$ cat src/hdl/iwfr_pkg.sv
// ----------------------------------------------------------------------------
// iwfr_pkg
// shared types, constants and helpers for the world-frame inertia rotation
// ----------------------------------------------------------------------------
package iwfr_pkg;

    localparam int QUAT_FRAC = 30;
    localparam int TERM_W    = 35;
    localparam int ACC_W     = 37;
    localparam logic [1:0] ROW_LAST = 2'd2;
    localparam logic [1:0] ROW_NONE = 2'd3;
    localparam logic [3:0] QTERM_LAST = 4'd8;

    typedef struct packed {
        logic [1:0]         row_index;
        logic signed [31:0] quat_x;
        logic signed [31:0] quat_y;
        logic signed [31:0] quat_z;
        logic signed [31:0] quat_w;
        logic signed [31:0] body_row_x;
        logic signed [31:0] body_row_y;
        logic signed [31:0] body_row_z;
    } in_item_t;

    typedef struct packed {
        logic [1:0]         out_row;
        logic signed [31:0] world_x;
        logic signed [31:0] world_y;
        logic signed [31:0] world_z;
        logic               overflow;
        logic               last_row;
    } out_item_t;

    typedef enum logic [1:0] {
        PH_QUAT,
        PH_AMAT,
        PH_WMAT
    } phase_t;

    typedef struct packed {
        logic       load;
        logic       mul_en;
        logic       acc_en;
        logic       rot_en;
        phase_t     phase;
        logic [3:0] qidx;
        logic [1:0] r;
        logic [1:0] c;
        logic [1:0] k;
        logic [1:0] orow;
    } dp_cmd_t;

    // quaternion component pair per rotation term:
    // xx yy zz xy xz yz xw yw zw, components x=0 y=1 z=2 w=3
    function automatic logic [3:0] quat_pair(input logic [3:0] idx);
        logic [3:0] p;
        case (idx)
            4'd0:    p = {2'd0, 2'd0};
            4'd1:    p = {2'd1, 2'd1};
            4'd2:    p = {2'd2, 2'd2};
            4'd3:    p = {2'd0, 2'd1};
            4'd4:    p = {2'd0, 2'd2};
            4'd5:    p = {2'd1, 2'd2};
            4'd6:    p = {2'd0, 2'd3};
            4'd7:    p = {2'd1, 2'd3};
            4'd8:    p = {2'd2, 2'd3};
            default: p = 4'd0;
        endcase
        return p;
    endfunction

    // saturate to signed 32 bits, msb of result is the overflow flag
    function automatic logic [32:0] sat32(input logic signed [ACC_W-1:0] v);
        logic [32:0] res;
        if (v > $signed(ACC_W'(32'sh7fffffff))) begin
            res = {1'b1, 32'h7fffffff};
        end else if (v < $signed({{(ACC_W-32){1'b1}}, 32'h80000000})) begin
            res = {1'b1, 32'h80000000};
        end else begin
            res = {1'b0, v[31:0]};
        end
        return res;
    endfunction

endpackage

$ cat src/hdl/iwfr_ctrl.sv
// ----------------------------------------------------------------------------
// iwfr_ctrl
// sequencer for load, rotation terms, R*I, (R*I)*R^T and row output
// ----------------------------------------------------------------------------
module iwfr_ctrl (
    input  logic            aclk,
    input  logic            aresetn,
    input  logic            s_valid,
    input  logic [1:0]      s_row_index,
    output logic            s_ready,
    output logic            m_valid,
    input  logic            m_ready,
    output iwfr_pkg::dp_cmd_t cmd
);
    import iwfr_pkg::*;

    typedef enum logic [3:0] {
        ST_IDLE, ST_QMUL, ST_QACC, ST_ROT,
        ST_AMUL, ST_AACC, ST_WMUL, ST_WACC, ST_OUT
    } state_t;

    state_t     state_reg;
    logic [3:0] q_reg;
    logic [1:0] r_reg, c_reg, k_reg, orow_reg;
    logic       mac_last;

    assign mac_last = (r_reg == ROW_LAST) && (c_reg == ROW_LAST) && (k_reg == ROW_LAST);
    assign s_ready  = (state_reg == ST_IDLE);
    assign m_valid  = (state_reg == ST_OUT);

    always_comb begin
        cmd        = '0;
        cmd.load   = s_ready && s_valid && (s_row_index != ROW_NONE);
        cmd.mul_en = (state_reg == ST_QMUL) || (state_reg == ST_AMUL) ||
                     (state_reg == ST_WMUL);
        cmd.acc_en = (state_reg == ST_QACC) || (state_reg == ST_AACC) ||
                     (state_reg == ST_WACC);
        cmd.rot_en = (state_reg == ST_ROT);
        case (state_reg)
            ST_QMUL, ST_QACC: cmd.phase = PH_QUAT;
            ST_WMUL, ST_WACC: cmd.phase = PH_WMAT;
            default:          cmd.phase = PH_AMAT;
        endcase
        cmd.qidx = q_reg;
        cmd.r    = r_reg;
        cmd.c    = c_reg;
        cmd.k    = k_reg;
        cmd.orow = orow_reg;
    end

    always_ff @(posedge aclk) begin
        if (!aresetn) begin
            state_reg <= ST_IDLE;
            q_reg     <= '0;
            r_reg     <= '0;
            c_reg     <= '0;
            k_reg     <= '0;
            orow_reg  <= '0;
        end else begin
            case (state_reg)
                ST_IDLE: begin
                    if (s_valid && s_row_index == ROW_LAST) begin
                        state_reg <= ST_QMUL;
                        q_reg     <= '0;
                    end
                end
                ST_QMUL: state_reg <= ST_QACC;
                ST_QACC: begin
                    if (q_reg == QTERM_LAST) begin
                        state_reg <= ST_ROT;
                    end else begin
                        q_reg     <= q_reg + 4'd1;
                        state_reg <= ST_QMUL;
                    end
                end
                ST_ROT: begin
                    state_reg <= ST_AMUL;
                    r_reg <= '0;
                    c_reg <= '0;
                    k_reg <= '0;
                end
                ST_AMUL, ST_WMUL: begin
                    state_reg <= (state_reg == ST_AMUL) ? ST_AACC : ST_WACC;
                end
                ST_AACC, ST_WACC: begin
                    // walk k fastest, then column, then row
                    if (k_reg != ROW_LAST) begin
                        k_reg <= k_reg + 2'd1;
                    end else begin
                        k_reg <= '0;
                        if (c_reg != ROW_LAST) begin
                            c_reg <= c_reg + 2'd1;
                        end else begin
                            c_reg <= '0;
                            r_reg <= (r_reg == ROW_LAST) ? 2'd0 : r_reg + 2'd1;
                        end
                    end
                    if (mac_last) begin
                        state_reg <= (state_reg == ST_AACC) ? ST_WMUL : ST_OUT;
                        orow_reg  <= '0;
                    end else begin
                        state_reg <= (state_reg == ST_AACC) ? ST_AMUL : ST_WMUL;
                    end
                end
                ST_OUT: begin
                    if (m_ready) begin
                        if (orow_reg == ROW_LAST) begin
                            state_reg <= ST_IDLE;
                        end else begin
                            orow_reg <= orow_reg + 2'd1;
                        end
                    end
                end
                default: state_reg <= ST_IDLE;
            endcase
        end
    end

endmodule

$ cat config.mk
export PLATFORM = sky130hd
export DESIGN_NAME = iwfr_ctrl
export DESIGN_NICKNAME = d
export VERILOG_FILES = /design/src/hdl/iwfr_pkg.sv /design/src/hdl/iwfr_ctrl.sv
export SDC_FILE = /design/constraint.sdc
export NUM_CORES = 1
export LEC_CHECK = 0
export ABC_AREA = 0
export ABC_CLOCK_PERIOD_IN_PS = 2700
export BUFFER_PORTS_ARGS = -buffer_cell sky130_fd_sc_hd__buf_2
export CAP_MARGIN = 40
export CORE_ASPECT_RATIO = 1.4
export CORE_MARGIN = 2
export CORE_UTILIZATION = 50
export CTS_CLUSTER_DIAMETER = 200
export DETAILED_ROUTE_END_ITERATION = 8
export GPL_ROUTABILITY_DRIVEN = 1
export GPL_TIMING_DRIVEN = 0
export PLACE_DENSITY = 0.76
export SYNTH_ARGS = -nofsm -noshare
export SYNTH_HDL_FRONTEND = slang
export SYNTH_SLANG_ARGS = --single-unit
$ cat constraint.sdc
create_clock -name aclk -period 2.7 [get_ports aclk]
set_clock_uncertainty 0.05 [all_clocks]
set_input_delay 0.405 -clock aclk [delete_from_list [all_inputs] [get_ports aclk]]
set_output_delay 0.405 -clock aclk [all_outputs]
set_load 0.01 [all_outputs]
# Word-level counts from Yosys, hierarchy flattened
# Index checks and enable logic that the tools add are counted.
dict set report word_totals {
  ff_bits 16
  out_inout_bits 20
}
dict set report classes {
  add_sub_neg 5
  n_eq_ne 25
  muxes 26
  reduce_logical 22
}
# op n
set ops {}
lappend ops {{$mux W4} 7}
lappend ops {{$pmux W4 S7} 1}
lappend ops {{$mux W2} 12}
lappend ops {{$pmux W2 S2} 5}
lappend ops {{$eq A4 B3 Y1 const B} 4}
lappend ops {{$ne A2 B2 Y1 const B} 8}
lappend ops {{$eq A2 B2 Y1 const B} 5}
lappend ops {{$reduce_and A3 Y1} 3}
lappend ops {{$add A2 B1 Y2 const B} 4}
lappend ops {{$eq A4 B2 Y1 const B} 2}
lappend ops {{$eq A4 B4 Y1 const B} 2}
lappend ops {{$pmux W4 S2} 1}
lappend ops {{$reduce_or A2 Y1} 4}
lappend ops {{$ne A2 B1 Y1 const B} 3}
lappend ops {{$reduce_bool A2 Y1} 3}
lappend ops {{$logic_and A1 B1 Y1} 5}
lappend ops {{$add A4 B1 Y4 const B} 1}
lappend ops {{$eq A4 B1 Y1 const B} 1}
lappend ops {{$logic_not A4 Y1} 1}
lappend ops {{$logic_or A1 B1 Y1} 4}
lappend ops {{$reduce_and A4 Y1} 1}
lappend ops {{$reduce_and A2 Y1} 1}

# Depth between registers and ports, before layout
# Gate-level depths: netlist of run 1.
dict set report depth {
  ltp_word 5
  depth_mapped 7
  ltp_nobuf 6
}

# Worst setup path before layout of run 1
# No wires, ideal clock.
dict set report synth_timing {
  kind {register to output}
  start {reg state_reg[0]}
  end {out cmd[17] (netlist name)}
  arrival_ns 1.302
  required_time_ns 2.245
  slack_ns 0.943
  stages_incl_launch_ff 5
  n_path_buf 1
  cell_sequence {dfxtp_1 -> buf_6 -> or4_4 -> inv_1 -> and3_1}
}
# element line_no
set synth_rtl {}
lappend synth_rtl {{from (decl)} iwfr_ctrl.sv:22} ;# state_t state_reg;
lappend synth_rtl {{from (signal assigned)} iwfr_ctrl.sv:83} ;# state_reg <= (state_reg == ST_AMUL) ? ST_AACC : ST_WACC;
lappend synth_rtl {{from (signal assigned)} iwfr_ctrl.sv:99} ;# state_reg <= (state_reg == ST_AACC) ? ST_WMUL : ST_OUT;
lappend synth_rtl {{from (signal assigned)} iwfr_ctrl.sv:102} ;# state_reg <= (state_reg == ST_AACC) ? ST_AMUL : ST_WMUL;
lappend synth_rtl {{to (decl)} iwfr_ctrl.sv:13} ;# output iwfr_pkg::dp_cmd_t cmd

==> results of run 1 <==
layout make-up:
| class | count | area share, % |
|---|---|---|
| plain buffers | 6 | 2.85 |
| clock buffers | 3 | 1.97 |
| inverters | 5 | 1.64 |
| multi-input cells | 84 | 52.8 |
| flip-flops and latches | 16 | 28.0 |
| well taps | 20 | 2.19 |
| repair buffers | 24 | 10.5 |
layer usage:
layer	global-route usage (%)	share of wire (%)
met1	25.9	44
met2	31.7	50
met3	2.40	3.5
met4	11.1	2.6
met5	0	0
power groups by stage:
stage	Combinational [uW]	Sequential (uW)	Clock, uW
2_1_floorplan	50.8	249	0
3_3_place_gp	70.7	250	0
3_5_place_dp	72.6	250	0
4_1_cts	73.0	244	129
5_1_grt	81.2	245	136
6_report	72.2	245	125
cells in the mapped netlist, types with 2 or more instances:
master,number,share of area [%]
nor3_1,4,2.1
or3_1,2,1.3
and3_1,3,1.9
nor2_1,5,1.9
a21oi_1,5,2.6
nand2_1,11,4.2
o21ai_0,3,1.5
and3b_1,4,3.6
buf_2,2,1.0
o22ai_1,2,1.3
o21a_1,3,2.3
clkbuf_1,3,1.2
dfxtp_1,16,33
nand3b_1,4,3.1
a22oi_1,2,1.5
nor3b_1,7,5.4
nand2b_1,2,1.3
inv_1,5,1.9
nor2b_1,4,2.6
ha_1,5,6.4
worst min-delay path, cell delays in order:
cell     delay [ns]
buf_2          0.10
nand2_1        0.06
a22oi_1        0.06
nor2_1         0.08
per-stage QoR:
stage,cells,utilization (%),setup WS (ns)
4_1_cts,158,63.4,0.564
3_3_place_gp,155,62.2,0.896
3_5_place_dp,155,62.2,0.892
5_1_grt,158,63.4,0.469
6_report,158,63.4,0.571
2_1_floorplan,111,-,0.943
logic make-up (layout without fill, tap and decap cells):
kind of cell | after synthesis | in the layout
multiplexers | 1 | 1
buffers and inverters | 11 | 38
flip-flops | 16 | 16
adder cells (fa/ha/maj) | 5 | 5
AO/OA/AOI/OAI | 24 | 24
AND/OR/NAND/NOR | 54 | 54
path summary, 6_finish.rpt:
kind                                                start                        end  depth (start not counted)
worst min-delay path                              m_ready  state_reg[3]$_SDFFE_PN0P_                          4
worst max register to register  state_reg[0]$_SDFFE_PN0P_      q_reg[2]$_SDFFE_PN0P_                          5
worst min register to register   orow_reg[1]$_SDFFE_PN0P_   orow_reg[1]$_SDFFE_PN0P_                          2
worst max-delay path            state_reg[1]$_SDFFE_PN0P_                    cmd[15]                          4
==> qor.csv, run 1 <==
metric,value,unit
power.leakage,0.000503,uW
final_cell_mix,"26 x buf_2, 16 x dfxtp_1, 11 x nand2_1",
comb_power_share,16.3,%
start_util,54.1,%
switching_share,26.6,%
clk_pin_slew_worst_paths,0.09,ns
hold_class,input pin to register,
synth_top_family_by_area,simple AND/OR/NAND/NOR gates,
layout.nets,151,
async_flop_share,0,%
crit_family,simple AND/OR/NAND/NOR gates,
final_max_slew_viol_count,0,
hold-worst-slack,0.399,ns
cts_root_buf,clkbuf_4,
dieArea,2320,sq um
final_cell_area,1140,sq um
htreeDepth,1,
synth_cell_type_count,39,
peakVddDrop,0.271,mV
worstPathArrival,1.67,ns
cts_buffer_depth,2,
min_period_over_period,78.9,%
routabilityCongestion,0.756,
slowest_delay,0.49,ns
antenna_found_initial,0,
port_buffers,24,
final_hold_viol_count,0,
synth_fa_ha_area_share,6.42,%
dpl.hpwl,1.53,mm
clk_latency,0.29,ns
routed_wirelength,1.98,mm
place_area,1120,sq um
rows,18,
synthCells,111,
slew_headroom,69.0,%
cp_max_fo,10,
worstSetupStartpointType,register,
cp_slowest_cell,dfxtp_1,
post_cts_buffers,0,
crit_buf_inv,2,
via_per_inst,5.64,
worstPathCellList,or4b_1 > clkbuf_1 > nand2_1 > buf_2,
diodes,0,
cts_resized,0,
synth-xor-area-share,0,%
fmax,0.470,GHz
coreArea,1800,sq um
synth-seq-cells,16,
synth_mux_area_share,1.03,%
grt_pass1_wl,3.33,mm
power_density,387,nW/um^2
synth-compound-area-share,18.5,%
cts_made_buffers,3,
area_growth_syn_to_layout,17.2,%
ios,26,
cts_tree,yes,
gr-total-overflow,0,
status,"finished, final reports clean",
ys_seq_area_share,32.9,%
num_vias,891,
crit_type,register to output pin,
drc,0,
die_w,41.3,um
cp.required,2.25,ns
p_int,324,uW
yosys.area_share.simple,35.9,%
grt_max_degree,11,
setup_tns,0,ns
firstDrtPassIters,2,
rsz0062_at_grt,false,
ys.warnings.count,0,
drtIter0Drc,7,
synth_edf_count,0,
multi_input_area,603,sq um
final_common_cell,buf_2,
grt_pass1_vias,801,
syn-num-nets,122,
period_needed,2.13,ns
drtAntennaViolNets,0,
syn_area,975,sq um
clkSinkCount,16,
finalPower,442,uW
cts_hold_buf,0,
avgSynthCellArea,8.78,sq um
p_clk_share,28.3,%
grt_usage,20.5,%
die_height,56.2,um
regToRegSetupSlack,0.88,ns
post_drt_wl_per_cell,12.5,um
synth_top_flop_cell,dfxtp_1,
final-seq-area,320,sq um
p_seq_share,55.4,%
setup_viol,0,
p_switching,117,uW
end_kind,output pin,
layout-drive-gt1-share,27.5,%
tightestPinTransition,0.464,ns
fillCellCount,173,
drv_cap,0,
Note: power is estimated with default switching activity, not from simulation.
==> inputs of run 2 (changes only) <==
ABC_AREA = 1   (was 0)
ABC_CLOCK_PERIOD_IN_PS = 1900   (was 2700)
CORE_UTILIZATION = 46   (was 50)
PLACE_DENSITY = 0.74   (was 0.76)
clock period = 1.9 ns   (was 2.7 ns; I/O delays follow)
==> qor.csv, run 2 <==
metric,value,unit
status,"finished, final reports clean",
synth_top_area_share,32.7,%
period_needed,1.76,ns
via_per_inst,5.18,
multi_input_area,559,sq um
drtAntennaViolNets,0,
setup_viol,0,
async_flop_share,0,%
grt_max_degree,11,
final_common_cell,nand2_1,
dieArea,2520,sq um
fillCellCount,212,
routabilityCongestion,0.809,
cp_slowest_cell,dfxtp_1,
cts_root_buf,clkbuf_4,
cp.required,1.56,ns
clk_latency,0.29,ns
final_max_slew_viol_count,0,
peakVddDrop,0.421,mV
hp-start,aresetn,
routed_wirelength,2.14,mm
synth_fa_ha_area_share,6.39,%
synth_edf_count,0,
layout-drive-gt1-share,24.3,%
cts_resized,0,
crit_family,simple AND/OR/NAND/NOR gates,
grt_usage,17.7,%
clkSinkCount,16,
slowest_delay,0.41,ns
cp_max_fo,6,
htreeDepth,1,
min_period_over_period,92.4,%
synth_common_cells,"36 x nand2_1, 20 x inv_1, 16 x dfxtp_1",
end_kind,output pin,
cts_hold_buf,0,
avgSynthCellArea,6.61,sq um
power.leakage,0.000549,uW
port_buffers,25,
fin_util,58.4,%
tightestPinTransition,0.297,ns
cts_tree,yes,
die_w,43.0,um
post-place-cells,194,
cts_made_buffers,3,
antenna_found_initial,0,
layout.nets,189,
final_hold_viol_count,0,
coreArea,2000,sq um
ys.warnings.count,0,
slew_headroom,80.1,%
crit_path_start,state_reg[1]$_SDFFE_PN0P_,
synth_cell_type_count,25,
ys_seq_area_share,32.7,%
yosys.area_share.simple,38.9,%
syn_area,978,sq um
regToRegSetupSlack,0.37,ns
cp_common_cell,nand2_1,
yosysMostFrequentCell,nand2_1,
drv_cap,0,
stdcell_count,198,
synthCells,148,
start_util,49.0,%
clk_pin_slew_worst_paths,0.11,ns
synth_mux_area_share,0,%
drtIter0Drc,20,
num_vias,1025,
hold_class,input pin to register,
die_height,58.6,um
crit_buf_inv,2,
syn-num-nets,159,
post_drt_wl_per_cell,10.8,um
synth_top_family_by_area,simple AND/OR/NAND/NOR gates,
firstDrtPassIters,4,
synth_top_flop_cell,dfxtp_1,
fmax,0.570,GHz
dpl.hpwl,1.71,mm
ios,26,
gr-total-overflow,0,
synth_largest_area_cell,dfxtp_1,
grt_pass1_vias,869,
worstPathCellList,inv_1 > nor2_4 > nand2_1 > nand2_1 > nor2_1 > buf_2,
setup_tns,0,ns
rsz0062_at_grt,false,
rows,19,
diodes,0,
power_density,621,nW/um^2
crit_type,register to output pin,
grt_pass1_wl,3.52,mm
worstPathArrival,1.42,ns
worstSetupStartpointType,register,
synth-xor-area-share,0.895,%
final-seq-area,320,sq um
synth_area_leaders,"dfxtp_1 33%, nand2_1 14%, inv_1 7.7%",
drc,0,
reg2reg_from,state_reg[3]$_SDFFE_PN0P_,
synth-seq-cells,16,
synth-compound-area-share,11.0,%
post_cts_buffers,0,
area_growth_syn_to_layout,19.2,%
final_cell_mix,"36 x nand2_1, 25 x buf_2, 20 x inv_1",
cts_buffer_depth,2,
-- run 2: final timing paths --
| path | to | cells past startpoint |
|---|---|---|
| setup / recovery | cmd[12] | 6 |
| hold / removal | k_reg[1]$_SDFFE_PN0P_ | 3 |
| hold reg to reg | r_reg[1]$_SDFFE_PN0P_ | 2 |
| setup reg to reg | state_reg[1]$_SDFFE_PN0P_ | 7 |
-- run 2: worst reg2reg max path, cell delays in order (launching register included) --
cell,delay [ns]
dfxtp_1,0.37
inv_2,0.09
nand2_1,0.10
nor2_2,0.23
nand2_1,0.12
ha_1,0.29
nand2_1,0.05
a31oi_1,0.17
-- run 2: kinds of logic after synthesis --
logic type | Yosys count
flip-flops | 16
AO/OA/AOI/OAI | 20
AND/OR/NAND/NOR | 82
buffers and inverters | 24
XOR/XNOR | 1
adder cells (fa/ha/maj) | 5
-- run 2: per-stage QoR --
step | setup slack [ns] | hold slack (ns) | power, uW | instance area [sq um]
6_report | 0.144 | 0.225 | 725 | 1170
5_1_grt | 0.0309 | 0.239 | 760 | 1170
4_1_cts | 0.140 | 0.224 | 729 | 1170
3_5_place_dp | 0.386 | 0.420 | 504 | 1130
3_3_place_gp | 0.407 | 0.412 | 500 | 1130
2_1_floorplan | 0.563 | 0.355 | 459 | 978
-- run 2: layout make-up --
type / instances / share of cell area (%)
buffer: 1 / 0.966
clock buffer: 4 / 3.11
inverter: 23 / 7.51
multi-input combinational: 108 / 48.0
sequential: 16 / 27.5
tap: 21 / 2.25
timing repair buffer: 25 / 10.7
-- run 2: power breakdown --
group	total (uW)	leakage, uW	internal (uW)	switching [uW]
Combinational	141	0.000398	51.5	89.5
Clock	230	0.0000210	117	114
Sequential	353	0.000129	344	9.06
-- run 2: layer usage --
layer / GRT usage [%] / share of wire (%) / up-vias
met4: 6.93 / 0.89 / 0
li1: - / - / 528
met2: 32.3 / 54 / 18
met3: 1.84 / 3.3 / 2
met5: 0 / 0 / -
met1: 20.9 / 42 / 477
